--- src/rtl/core/assert_macros.svh ---
// Assertion macros used by the sorted time list sequencer.
`ifndef ASSERT_MACROS_SVH
`define ASSERT_MACROS_SVH
`ifndef ASSERT_OFF
`define ASSERT_PROP(lbl, clk, rstn, prop) \
  lbl: assert property (@(posedge clk) disable iff (!rstn) prop) \
    else $error("sorted time list assertion failed");
`define ASSERT_NEVER(lbl, clk, rstn, expr) \
  lbl: assert property (@(posedge clk) disable iff (!rstn) !(expr)) \
    else $error("sorted time list forbidden condition");
`else
`define ASSERT_PROP(lbl, clk, rstn, prop)
`define ASSERT_NEVER(lbl, clk, rstn, expr)
`endif
`endif

--- src/rtl/core/stlom_pkg.sv ---
// Package with sizes, codes and types of the sorted time list.
`timescale 1ns / 1ps
package stlom_pkg;

  localparam int LIST_SIZE = 16;
  localparam int IDX_W     = $clog2(LIST_SIZE);
  localparam int CNT_W     = IDX_W;
  localparam int TIME_W    = 48;
  localparam int ORD_W     = 4;
  localparam int FILL_W    = 4;

  localparam logic ACT_INSERT = 1'b0;
  localparam logic ACT_DRAIN  = 1'b1;

  typedef enum logic [2:0] {
    ST_INSERTED = 3'd0,
    ST_MERGED   = 3'd1,
    ST_DROPPED  = 3'd2,
    ST_DRAINED  = 3'd3,
    ST_EMPTY    = 3'd4
  } status_e;

  typedef enum logic [3:0] {
    S_IDLE,
    S_FIND_RD,
    S_FIND_CMP,
    S_SHIFT_RD,
    S_SHIFT_WR,
    S_WRITE,
    S_RESULT,
    S_DRAIN_RD,
    S_DRAIN_OUT
  } state_e;

  typedef struct packed {
    logic [TIME_W-1:0] tstamp;
    logic [ORD_W-1:0]  ord;
  } entry_t;

  typedef struct packed {
    logic             en;
    logic [IDX_W-1:0] addr;
    entry_t           data;
  } mem_wr_t;

  typedef struct packed {
    status_e           status;
    logic [TIME_W-1:0] tstamp;
    logic [ORD_W-1:0]  ord;
    logic [FILL_W-1:0] fill;
    logic              last;
  } res_t;

  function automatic logic [FILL_W-1:0] to_fill(input logic [CNT_W-1:0] c);
    logic [FILL_W+CNT_W-1:0] ext;
    ext = {{FILL_W{1'b0}}, c};
    return ext[FILL_W-1:0];
  endfunction

endpackage

--- src/rtl/core/stlom_mem.sv ---
// Entry storage with one write port and one registered read port.
`timescale 1ns / 1ps
module stlom_mem (
  input  logic                           clk_i,
  input  stlom_pkg::mem_wr_t             wr_i,
  input  logic [stlom_pkg::IDX_W-1:0]    rd_addr_i,
  output stlom_pkg::entry_t              rd_data_o
);
  import stlom_pkg::*;

  entry_t mem_q [LIST_SIZE];
  entry_t rd_data_q;

  always_ff @(posedge clk_i) begin
    if (wr_i.en) begin
      mem_q[wr_i.addr] <= wr_i.data;
    end
    rd_data_q <= mem_q[rd_addr_i];
  end

  assign rd_data_o = rd_data_q;

endmodule

--- src/rtl/core/stlom_seq.sv ---
// Sequencer that searches, shifts, inserts, merges and drains the list.
`timescale 1ns / 1ps
`include "assert_macros.svh"
module stlom_seq (
  input  logic                          clk_i,
  input  logic                          rst_ni,
  input  logic                          in_valid_i,
  output logic                          in_stall_o,
  input  logic                          action_i,
  input  logic [stlom_pkg::TIME_W-1:0]  event_time_i,
  input  logic [stlom_pkg::ORD_W-1:0]   event_order_i,
  output logic                          res_valid_o,
  input  logic                          res_ready_i,
  output stlom_pkg::res_t               res_o,
  output stlom_pkg::mem_wr_t            mem_wr_o,
  output logic [stlom_pkg::IDX_W-1:0]   mem_rd_addr_o,
  input  stlom_pkg::entry_t             mem_rd_data_i
);
  import stlom_pkg::*;

  state_e            state_q, state_d;
  status_e           status_q, status_d;
  logic [CNT_W-1:0]  cnt_q, cnt_d;
  logic [IDX_W-1:0]  pos_q, pos_d;
  logic [IDX_W-1:0]  ins_q, ins_d;
  logic [TIME_W-1:0] t_q, t_d;
  logic [ORD_W-1:0]  ord_q, ord_d;
  logic              cmp_lt;
  logic              cmp_eq;
  logic [ORD_W-1:0]  ord_max;
  logic              drain_busy;
  logic              drain_done;

  assign cmp_lt  = t_q < mem_rd_data_i.tstamp;
  assign cmp_eq  = t_q == mem_rd_data_i.tstamp;
  assign ord_max = (mem_rd_data_i.ord < ord_q) ? ord_q : mem_rd_data_i.ord;

  assign in_stall_o    = (state_q != S_IDLE);
  assign mem_rd_addr_o = pos_q;

  always_ff @(posedge clk_i or negedge rst_ni) begin
    if (!rst_ni) begin
      state_q <= S_IDLE;
      cnt_q   <= '0;
    end else begin
      state_q <= state_d;
      cnt_q   <= cnt_d;
    end
  end

  always_ff @(posedge clk_i) begin
    status_q <= status_d;
    pos_q    <= pos_d;
    ins_q    <= ins_d;
    t_q      <= t_d;
    ord_q    <= ord_d;
  end

  always_comb begin
    state_d     = state_q;
    status_d    = status_q;
    cnt_d       = cnt_q;
    pos_d       = pos_q;
    ins_d       = ins_q;
    t_d         = t_q;
    ord_d       = ord_q;
    mem_wr_o    = '0;
    res_valid_o = 1'b0;
    res_o       = '0;
    res_o.status = status_q;
    unique case (state_q)
      S_IDLE: begin
        if (in_valid_i) begin
          t_d   = event_time_i;
          ord_d = event_order_i;
          if (action_i == ACT_DRAIN) begin
            if (cnt_q == '0) begin
              status_d = ST_EMPTY;
              state_d  = S_RESULT;
            end else begin
              pos_d   = '0;
              state_d = S_DRAIN_RD;
            end
          end else if (cnt_q == '0) begin
            mem_wr_o.en   = 1'b1;
            mem_wr_o.addr = '0;
            mem_wr_o.data = '{tstamp: event_time_i, ord: event_order_i};
            cnt_d         = CNT_W'(1);
            status_d      = ST_INSERTED;
            state_d       = S_RESULT;
          end else if (cnt_q == CNT_W'(LIST_SIZE - 1)) begin
            status_d = ST_DROPPED;
            state_d  = S_RESULT;
          end else begin
            pos_d   = cnt_q - CNT_W'(1);
            state_d = S_FIND_RD;
          end
        end
      end
      S_FIND_RD: begin
        state_d = S_FIND_CMP;
      end
      S_FIND_CMP: begin
        if (cmp_eq) begin
          mem_wr_o.en   = 1'b1;
          mem_wr_o.addr = pos_q;
          mem_wr_o.data = '{tstamp: t_q, ord: ord_max};
          status_d      = ST_MERGED;
          state_d       = S_RESULT;
        end else if (cmp_lt) begin
          if (pos_q == '0) begin
            ins_d   = '0;
            pos_d   = cnt_q - CNT_W'(1);
            state_d = S_SHIFT_RD;
          end else begin
            pos_d   = pos_q - IDX_W'(1);
            state_d = S_FIND_RD;
          end
        end else begin
          ins_d = pos_q + IDX_W'(1);
          pos_d = cnt_q - CNT_W'(1);
          if (pos_q + IDX_W'(1) == cnt_q) begin
            state_d = S_WRITE;
          end else begin
            state_d = S_SHIFT_RD;
          end
        end
      end
      S_SHIFT_RD: begin
        state_d = S_SHIFT_WR;
      end
      S_SHIFT_WR: begin
        mem_wr_o.en   = 1'b1;
        mem_wr_o.addr = pos_q + IDX_W'(1);
        mem_wr_o.data = mem_rd_data_i;
        if (pos_q == ins_q) begin
          state_d = S_WRITE;
        end else begin
          pos_d   = pos_q - IDX_W'(1);
          state_d = S_SHIFT_RD;
        end
      end
      S_WRITE: begin
        mem_wr_o.en   = 1'b1;
        mem_wr_o.addr = ins_q;
        mem_wr_o.data = '{tstamp: t_q, ord: ord_q};
        cnt_d         = cnt_q + CNT_W'(1);
        status_d      = ST_INSERTED;
        state_d       = S_RESULT;
      end
      S_RESULT: begin
        res_valid_o = 1'b1;
        res_o.fill  = to_fill(cnt_q);
        res_o.last  = 1'b1;
        if (res_ready_i) begin
          state_d = S_IDLE;
        end
      end
      S_DRAIN_RD: begin
        state_d = S_DRAIN_OUT;
      end
      S_DRAIN_OUT: begin
        res_valid_o  = 1'b1;
        res_o.status = ST_DRAINED;
        res_o.tstamp = mem_rd_data_i.tstamp;
        res_o.ord    = mem_rd_data_i.ord;
        res_o.fill   = to_fill(cnt_q - CNT_W'(1) - pos_q);
        res_o.last   = (pos_q == cnt_q - CNT_W'(1));
        if (res_ready_i) begin
          if (res_o.last) begin
            cnt_d   = '0;
            state_d = S_IDLE;
          end else begin
            pos_d   = pos_q + IDX_W'(1);
            state_d = S_DRAIN_RD;
          end
        end
      end
      default: begin
        state_d = S_IDLE;
      end
    endcase
  end

  assign drain_busy = (state_q == S_DRAIN_RD) || (state_q == S_DRAIN_OUT);
  assign drain_done = (state_q == S_DRAIN_OUT) && res_ready_i && res_o.last;

  `ASSERT_PROP(a_drain_in_range, clk_i, rst_ni, drain_busy |-> (pos_q < cnt_q))
  `ASSERT_PROP(a_drain_clears, clk_i, rst_ni, drain_done |=> (cnt_q == '0))
  `ASSERT_NEVER(a_shift_order, clk_i, rst_ni, (state_q == S_SHIFT_RD && pos_q < ins_q))

endmodule

--- src/rtl/core/sorted_time_list_order_merge.sv ---
// Top level of the sorted time list with order merge and its output register.
//
//   channel  direction  handshake               fields
//   in       input      in_valid_i / in_stall_o  action, event_time, event_order
//   out      output     out_valid_o / out_stall_i status, entry_time, entry_order,
//                                                fill_count, last
//
// An insert into an empty or full list, or a drain of an empty one, goes straight to the result.
// Any other insert reads and compares entries from the top down, then moves each later entry up
// one place, all through the single read port of the entry memory, and writes the new entry
// unless it merges. A drain reads out the held entries in ascending time order.
// Reset clears the entry count, the sequencer state and the output valid flag, so no clearing pass is needed.
// A stalled result holds the sequencer, and no new request is taken until the last
// result of the current one has entered the output register.
`timescale 1ns / 1ps
module sorted_time_list_order_merge (
  input  logic                          clk_i,
  input  logic                          rst_ni,
  input  logic                          in_valid_i,
  output logic                          in_stall_o,
  input  logic                          action_i,
  input  logic [stlom_pkg::TIME_W-1:0]  event_time_i,
  input  logic [stlom_pkg::ORD_W-1:0]   event_order_i,
  output logic                          out_valid_o,
  input  logic                          out_stall_i,
  output logic [2:0]                    status_o,
  output logic [stlom_pkg::TIME_W-1:0]  entry_time_o,
  output logic [stlom_pkg::ORD_W-1:0]   entry_order_o,
  output logic [stlom_pkg::FILL_W-1:0]  fill_count_o,
  output logic                          last_o
);
  import stlom_pkg::*;

  mem_wr_t          mem_wr;
  logic [IDX_W-1:0] mem_rd_addr;
  entry_t           mem_rd_data;
  res_t             res;
  logic             res_valid;
  logic             res_ready;
  res_t             out_q;
  logic             out_valid_q;

  stlom_mem u_mem (
    .clk_i     (clk_i),
    .wr_i      (mem_wr),
    .rd_addr_i (mem_rd_addr),
    .rd_data_o (mem_rd_data)
  );

  stlom_seq u_seq (
    .clk_i         (clk_i),
    .rst_ni        (rst_ni),
    .in_valid_i    (in_valid_i),
    .in_stall_o    (in_stall_o),
    .action_i      (action_i),
    .event_time_i  (event_time_i),
    .event_order_i (event_order_i),
    .res_valid_o   (res_valid),
    .res_ready_i   (res_ready),
    .res_o         (res),
    .mem_wr_o      (mem_wr),
    .mem_rd_addr_o (mem_rd_addr),
    .mem_rd_data_i (mem_rd_data)
  );

  assign res_ready = !out_valid_q || !out_stall_i;

  always_ff @(posedge clk_i or negedge rst_ni) begin
    if (!rst_ni) begin
      out_valid_q <= 1'b0;
    end else if (res_ready) begin
      out_valid_q <= res_valid;
    end
  end

  always_ff @(posedge clk_i) begin
    if (res_ready && res_valid) begin
      out_q <= res;
    end
  end

  assign out_valid_o   = out_valid_q;
  assign status_o      = out_q.status;
  assign entry_time_o  = out_q.tstamp;
  assign entry_order_o = out_q.ord;
  assign fill_count_o  = out_q.fill;
  assign last_o        = out_q.last;

endmodule
--- config.mk ---
export PLATFORM = sky130hd
export DESIGN_NAME = sorted_time_list_order_merge
export DESIGN_NICKNAME = d
export VERILOG_FILES = /design/src/rtl/core/stlom_pkg.sv /design/src/rtl/core/stlom_mem.sv /design/src/rtl/core/stlom_seq.sv /design/src/rtl/core/sorted_time_list_order_merge.sv
export VERILOG_INCLUDE_DIRS = /design/src /design/src/rtl/core
export SDC_FILE = /design/constraint.sdc
export NUM_CORES = 1
export LEC_CHECK = 0
export BUFFER_PORTS_ARGS = -buffer_cell sky130_fd_sc_hd__buf_2
export CAP_MARGIN = 40
export CORE_UTILIZATION = 45
export CTS_CLUSTER_SIZE = 16
export DETAILED_ROUTE_END_ITERATION = 8
export PLACE_DENSITY_LB_ADDON = 0.1
export SLEW_MARGIN = 40
export SYNTH_ARGS = -nofsm -noshare
export SYNTH_HDL_FRONTEND = slang
export SYNTH_SLANG_ARGS = --single-unit
--- constraint.sdc ---
create_clock -name clk_i -period 5.8 [get_ports clk_i]
set_clock_uncertainty 0.1 [all_clocks]
set_input_delay 0 -clock clk_i [delete_from_list [all_inputs] [get_ports clk_i]]
set_output_delay 0 -clock clk_i [all_outputs]
set_load 0.01 [all_outputs]
Word level (Yosys, flattened, before mapping) --
Memory sizes are Yosys's and may differ from the RTL's. A register that Yosys moved wholly into a read port is not among the register bits. Cells that the tools add are included.
Storage, ports and cells: output and inout port bits 62, bits of input ports 57, register bits after elaboration 132, logic and storage cells 119, bits in writable memories 832, memories 1
Operators by class: order comparisons 2, reduce and logical (&&, ||, !) cells 18, mux-type cells 51, equality and inequality tests 28, bitwise logic cells 1, add/subtract/negate cells 5
Memory list:
- u_mem.mem_q | depth 16, bits a word 52, read ports 1, clocked after memory_dff 1, wr ports 1, line stlom_mem.sv:11 | entry_t mem_q [LIST_SIZE];
Operators with widths (count):
- 57-bit 2-to-1 mux | 4
- 57-bit one-hot mux with 4 select lines | 1
- 4-bit 2-to-1 mux | 26
- 48-bit equality test | 1
- 48-bit less-than comparator | 1
- 4-bit one-hot mux with 9 select lines | 1
- 3-bit 2-to-1 mux | 10
- 2-bit inequality test (second input constant) | 9
- 4-bit by 3-bit equality test with 1-bit output (second input constant) | 4
- 4-bit one-hot mux with 4 select lines | 1
- 4-bit equality test | 3
- 4-bit zero test | 3
- 4-bit one-hot mux with 3 select lines | 1
- 5-bit one-hot mux with 2 select lines | 1
- 3-bit one-hot mux with 3 select lines | 1
- 4-bit by 1-bit adder with 4-bit output (second input constant) | 2
- 4-bit by 2-bit equality test with 1-bit output (second input constant) | 2
- 4-bit equality test (second input constant) | 2
- 8-bit AND reduction | 1
- 4-bit nonzero test | 2
- 4-bit by 1-bit subtractor with 4-bit output (second input constant) | 2
- 2-bit by 1-bit inequality test with 1-bit output (second input constant) | 3
- 3-bit AND reduction | 2
- 6-bit AND reduction | 1
- other kinds (16) | 21

Logic depth before layout (Yosys ltp) --
Gate-level depths: netlist of run 1.
word-level depth 7, gate-level depth with buffers 12

By module --
Synthesis of run 1 repeated with hierarchy kept, for this count alone.
Second synthesis, totals: cell total of the unflattened synthesis 2051, area total of the unflattened synthesis 39746.9 um2
Modules (own cells, without submodules):
- stlom_mem | area an instance 32215.9 um2, instances 1, sequential area each 26025.0 um2, cells an instance 1344
- stlom_seq | area an instance 5681.7 um2, instances 1, sequential area each 2092.0 um2, cells an instance 643
- sorted_time_list_order_merge | area an instance 1849.3 um2, instances 1, sequential area each 1826.8 um2, cells an instance 64

Least setup slack after synthesis of run 1 --
No wires, ideal clock.
kind register to register, start register u_seq.state_q[1], end memory u_mem.mem_q[1][0] in the netlist's numbering, enable pin, data required time 5238 ps, stages on the path, launching flop included 7, slack -55 ps, arrival 5294 ps, library setup time 462 ps, path through dfrtp_1 -> nor4_2 -> and2_1 -> nor3b_4 -> nor3_1 -> or3b_4 -> nor2_1
Between the ends: longest elaborated chain between the ends 4
RTL lines:
- start: declaration | line stlom_seq.sv:21 | state_e state_q, state_d;
- start signal: assignment | line stlom_seq.sv:46 | state_q <= state_d;
- 4-bit by 3-bit equality test with 1-bit output (tied with other cells) | line stlom_seq.sv:71 | unique case (state_q)
- 57-bit one-hot mux with 4 select lines (*) | line stlom_seq.sv:71
- 1-bit 2-to-1 mux | line stlom_mem.sv:15 | if (wr_i.en) begin
- 1-bit 2-to-1 mux (not written as such) | line stlom_mem.sv:16 | mem_q[wr_i.addr] <= wr_i.data;
- end: declaration | line stlom_mem.sv:11
Every way passes the cells marked *; elsewhere a longest branch is shown, timed or not.

Worst setup path after layout of run 1 --
start register u_seq.t_q[45], end memory u_mem.mem_q[6][29] in the netlist's numbering, enable pin
Between the ends: longest elaborated chain between the ends 5
RTL lines:
- start: declaration | line stlom_seq.sv:26 | logic [TIME_W-1:0] t_q, t_d;
- start signal: assignment | line stlom_seq.sv:55 | t_q <= t_d;
- 48-bit equality test (*) | line stlom_seq.sv:35 | assign cmp_eq = t_q == mem_rd_data_i.tstamp;
- 57-bit 2-to-1 mux (*) | line stlom_seq.sv:104 | if (cmp_eq) begin
- 57-bit one-hot mux with 4 select lines (*) | line stlom_seq.sv:71
- 1-bit 2-to-1 mux | line stlom_mem.sv:15
- 1-bit 2-to-1 mux (not written as such) | line stlom_mem.sv:16
Marked as above.

==> metrics, run 1 <==
Critical Path Slowest Stage Cell=nor4_1; final setup fails=0; Detail Placement HPWL=53.8 mm; Ports=119; Post-synth EDFFs=955; area of the multi-input gates=9170 µm²; clk root buf=clkbuf_16; total global-route track usage=0.217; achievable clock frequency=0.218 GHz; max incr delay on CP=0.75 ns; final worst-path cycle share=0.793; Placement Cell Area=roughly 42000 µm²; 1st-iter DRT viols=between 2k and 2.5k; RSZ-0062 raised after global routing=false; r2r endpoint=u_mem.mem_q[6][29]; Post-synth top flop=edfxtp_1; worst vdd ir=roughly 0.29 mV; Clk pin slew, worst setup/hold paths=around 0.060 ns; CP endpoint=u_mem.mem_q[6][29]; layout cell share with drive strength beyond 1=0.270; Gate Count Post-Synth=1938; worst skew pair latency=0.67 ns; r2r setup slk=1.20 ns; Nets=2349; vias per std cell=5.81; CTS tree=built; MaxCap Viol Count=0; area of the mapped netlist=slightly below 40000 µm²; WL met3=4.69 mm; LEAKAGE=0.0161 µW; most used cell, CP=nand4_1; endpoints failing hold=0; final hold slack=0.0272 ns; status=finished, final reports clean; core footprint=87200 µm²; worst setup path class=flip-flop to flip-flop; reg-to-reg critical path startpoint=u_seq.t_q[45]; Routability Congestion=~0.8; Site Rows=about 110; # H-tree levels=3; Port-buffer cells=118; drt total wl=95.3 mm; sequential element share of the synthesized area=0.753; post-route insts no fill=3480; DR DRC count=0; post-route cell area=46900 µm²; Clock Path Buffers=3; worst-path cell chain=ha_1 > nand4_1 > nor4_1 > nand4_1 > nor2_2 > nor3_1 > or3_1 > nor2_4 > buf_4; final worst slack=1.20 ns; Die Y=about 300 µm; Crit Path Max Fanout=33; global-route wire length before repair=142 mm; post-route antenna net violation count=0; grt ovf=0; area grow syn2layout=17.8%; CP Capture Type=flip-flop; Die W=299 µm; drt wl/cell=27.4 µm; Crit path required time=5.99 ns; Avg Cell Area, Syn=~20 µm²; max layer used=met4; dpl ws=1.12 ns; post-synth cell types=63; total power draw=23000 µW; Mapped Nets=around 2k; Placed Cells=3171; DRT Pass-1 Iters=8; Metal-1 WL=42.9 mm; CTS Buf Count=107; pin count of the biggest net entering global routing=80; number of diodes=0; worst hold path type=primary input to flip-flop; Critical Path Start Type=flip-flop; Yosys reg bits=1016; Initial Util=0.456; final slew viol count=0; Yosys warnings=0; arrival time at the worst endpoint=between 4 and 5 ns; fillcell total=6836; async set or reset register ratio after synthesis=0.00886; post-CTS sizing=0; Period minus WS final=4.60 ns; clock sinks=1016; number of global-route vias before repair=approximately 21k; slew margin rel.=0.423; initial antenna violation count=2; CP startpoint=u_seq.t_q[45]; Reg2Reg Depth=9; total number of vias=20.2k; met2 wire len=46.0 mm; Die ar.=89600 µm²; Worst-Margin Slew=0.866 ns; register area=~30000 µm²; pwr dens=491 nW/µm²
## cell usage in the layout (no fill, tap or decap), types with 24 or more instances in the layout
master / instances
edfxtp_1: 955
a222oi_1: 51
inv_1: 113
mux4_2: 260
ha_1: 58
clkinv_2: 24
clkbuf_1: 27
nor2_1: 79
buf_2: 118
nand2_1: 44
clkbuf_16: 111
dfxtp_1: 52
a21oi_1: 31
dlygate4sd3_1: 106
## report_power, final
part	total [µW]	leakage (µW)	internal, µW	switching [µW]
Sequential	9810	0.00940	9450	361
Clock	6600	0.00169	3830	2780
Combinational	6570	0.00498	2830	3740
## how the worst min path moves through the flow
stage | cells after the start | endpoint | from
4_1_cts | 2 | u_seq.t_q[23] | event_time_i[23]
2_1_floorplan | 0 | out_valid_o | rst_ni
5_1_grt | 2 | u_seq.t_q[7] | event_time_i[7]
6_report | 2 | u_seq.t_q[23] | event_time_i[23]
3_3_place_gp | 1 | out_valid_o | rst_ni
3_5_place_dp | 1 | out_valid_o | rst_ni
## flip-flops by register name, summed over array words and instances (netlist names)
register / count
u_seq.state_q: 4
u_seq.t_q: 48
status_o: 3
out_valid_o: 1
u_seq.status_q: 3
entry_time_o: 48
entry_order_o: 4
u_seq.ins_q: 4
u_mem.rd_data_o: 52
u_seq.cnt_q: 4
u_mem.mem_q: 832
u_seq.mem_rd_addr_o: 4
u_seq.ord_q: 4
last_o: 1
fill_count_o: 4
## per-layer routing
metal,vias up,track usage
met4,0,0.0528
met1,10865,0.320
li1,8596,-
met3,128,0.0258
met5,-,0
met2,621,0.346
## Yosys cell counts (all sizes together) (9+ instances only)
cell,n,share of area
edfxtp,955,0.72
mux4,260,0.15
inv,114,0.011
nor2,95,0.0090
clkbuf,58,0.0055
ha,58,0.018
dfxtp,52,0.026
a222oi,51,0.013
nand2,45,0.0042
buf,36,0.0044
a21oi,32,0.0040
o21ai,25,0.0031
nand4,15,0.0024
nor2b,10,0.0016
dfrtp,9,0.0057
nand3,9,0.0011
## metrics by stage
step           utilization  setup TNS (ns)
4_1_cts              0.537               0
3_5_place_dp         0.486               0
2_1_floorplan            -          -10.49
6_report             0.538               0
3_3_place_gp         0.484               0
5_1_grt              0.538               0
## cell type report
class,count,share of cell area
sequential,1016,0.639
multi-input combinational,714,0.196
clock buffer,147,0.0638
timing repair buffer,280,0.0522
tap,1155,0.0308
inverter,114,0.00919
clock inverter,54,0.00908
## critical path, delay by kind of cell (launching register included)
kind | cells | cell delay [ns]
adders and majority gates | 1 | 0.35
and+or+nand+nor | 7 | 2.72
buffers and inverters | 1 | 0.61
DFF | 1 | 0.40
## what timing repair did
item                      4_1_cts  5_1_grt
hold endpoints to repair      666        0
buffers inserted                0        0
hold buffers                  106        0
## cells by family after synthesis
group	after synthesis	synth area share
multiplexers	260	0.147
flip-flops	1016	0.753
adder cells (fa/ha/maj)	59	0.0187
AO/OA/AOI/OAI	159	0.0303
AND/OR/NAND/NOR	221	0.0269
XOR/XNOR	15	0.00365
buffers and inverters	208	0.0206
Power figures use the tool's default switching activity.
==> run 2: changes to the inputs <==
==> constraint.sdc (replaced) <==
create_clock -name clk_i -period 4.3 [get_ports clk_i]
set_clock_uncertainty 0.1 [all_clocks]
set_input_delay 0 -clock clk_i [delete_from_list [all_inputs] [get_ports clk_i]]
set_output_delay 0 -clock clk_i [all_outputs]
set_load 0.01 [all_outputs]
==> run 2 against run 1 <==
- design area rose by 0.26%
- sequential power rose by 35%
- clock power rose by 42%
- critical path type unchanged
- core utilization rose by 0.14 points
- die area did not move
- worst hold slack got worse by 0.0013 ns
- highest routed layer unchanged
- non-clock buffer count did not move
- power rose by 38%
- combinational power rose by 40%
- sequential share of layout area fell by 0.17 points
- critical endpoint is now u_mem.mem_q[0][19]
- maximum frequency rose by 14%
- routed wire length rose by 3.5%
==> metrics, run 2 (synthesis gave the netlist of run 1 again) <==
status=finished, final reports clean; Post-CTS Setup Inserts=0; LEAKAGE=0.0161 µW; NetSw=9650 µW; max reg flops=around 830; number of global-route vias before repair=~21k; Sw Share=0.304; grt ovf=0; endpoints failing hold=0; worst hold path type=primary input to flip-flop; Initial Util=0.456; layout cell share with drive strength beyond 1=0.276; Crit path required time=4.49 ns; post-route insts no fill=3478; clk root buf=clkbuf_16; Placed Cells=3175; worst setup path class=flip-flop to flip-flop; Port-buffer cells=~120; Period minus WS final=4.05 ns; global-route wire length before repair=146 mm; Detail Placement HPWL=around 55 mm; # H-tree levels=3; initial antenna violation count=1; Biggest register=u_mem.mem_q; most frequent cells in the layout=edfxtp_1, mux4_2, buf_2; Routability Congestion=0.802; CTS Buf Count=105; vias per std cell=5.87; clock share of power=0.294; area grow syn2layout=18.1%; core footprint=approximately 87000 µm²; drt total wl=approximately 99 mm; Critical Path Start Type=flip-flop; total power draw=31800 µW; Site Rows=108; post-route antenna net violation count=0; Die W=299 µm; Clk pin slew, worst setup/hold paths=0.07 ns; Worst-Margin Slew=roughly 0.85 ns; 1st-iter DRT viols=2121; worst skew pair latency=~0.66 ns; Logic pwr share=0.289; slew margin rel.=0.430; most common cell after layout, fill and taps aside=edfxtp_1; Clock Path Buffers=3; Die Y=299 µm; achievable clock frequency=approximately 0.25 GHz; dpl ws=0.0480 ns; Nets=2347; final worst-path cycle share=0.941; RSZ-0062 raised after global routing=false; Die ar.=around 90000 µm²; worst vdd ir=around 0.44 mV; DRT Pass-1 Iters=6; total number of vias=20.4k; final worst slack=0.254 ns; CTS tree=built; Int Pwr=22100 µW; final slew viol count=0; pin count of the biggest net entering global routing=92; DR DRC count=0; drt wl/cell=28.4 µm; sum of negative setup slack=0 ns; clock sinks=1016; total global-route track usage=0.224; CP Capture Type=flip-flop; post-layout util=0.539; Crit Path Max Fanout=22; Flop pwr share=0.417; pwr dens=roughly 680 nW/µm²; final setup fails=0; MaxCap Viol Count=0; Ports=approximately 120; arrival time at the worst endpoint=4.24 ns
-- run 2: cell count changes in the layout (fill, tap and decap cells not counted), sizes merged --
cell         delta
clkbuf          -7
inv             +1
diode           +1
dlygate4sd3     -2
bufinv          +9
clkinv         -10
buf             +3
clkinvlp        +3
-- run 2: final cells by class --
class,instances,area [µm²]
multi-input combinational,714,9190
inverter,114,430
timing repair buffer,280,2380
tap,1155,1450
antenna,1,2.50
fill,6767,40200
sequential,1016,29900
clock inverter,57,694
clock buffer,141,2890
-- run 2: worst paths after layout --
check                           slack [ns]                 end                 from  cells after the start
worst min-delay path                  0.03        u_seq.t_q[7]      event_time_i[7]                      2
worst max-delay path                  0.25  u_mem.mem_q[0][19]  u_mem.rd_data_o[50]                     10
max in group asynchronous             3.45         out_valid_o               rst_ni                      3
worst max register to register        0.25  u_mem.mem_q[0][19]  u_mem.rd_data_o[50]                     10
worst min register to register        0.40         status_o[1]    u_seq.status_q[1]                      1
min in group asynchronous             0.28      u_seq.cnt_q[0]               rst_ni                      3
-- run 2: layer usage --
metal	vias to the layer above	GRT usage	wire, µm
met1	11015	0.336	44800
met5	-	0	0
li1	8595	-	-
met4	0	0.0509	1860
met2	681	0.347	46300
met3	112	0.0349	5700
-- run 2: stage by stage --
stage	hold slack [ns]	instance area (µm²)
floorplan	-0.396	39900
global placement	-0.213	42300
detailed placement	-0.210	42300
CTS	0.000259	47000
global route	0.0106	47000
finish	0.0259	47000
-- run 2: power groups by stage --
stage,logic (µW),clock network [µW],registers [µW]
2_1_floorplan,6210,0,13300
3_3_place_gp,9130,0,13400
3_5_place_dp,9190,0,13400
4_1_cts,9310,9560,13200
5_1_grt,9920,9910,13300
6_report,9190,9360,13200
-- run 2: timing repair --
item | CTS | global route
endpoints found under the setup margin | 0 | 22
hold endpoints to repair | 480 | 1
hold buffers | 103 | 1
gates resized for setup | 0 | 1
-- run 2: worst max-delay path, cell delays in order (launching register included) --
cell     delay (ns)
dfxtp_1        0.35
inv_1          0.08
ha_1           0.30
nand4_1        0.31
nor4_2         0.57
nand4_1        0.29
nor2_2         0.39
nor3_2         0.11
or3b_4         0.46
nor4_4         0.23
buf_4          0.46
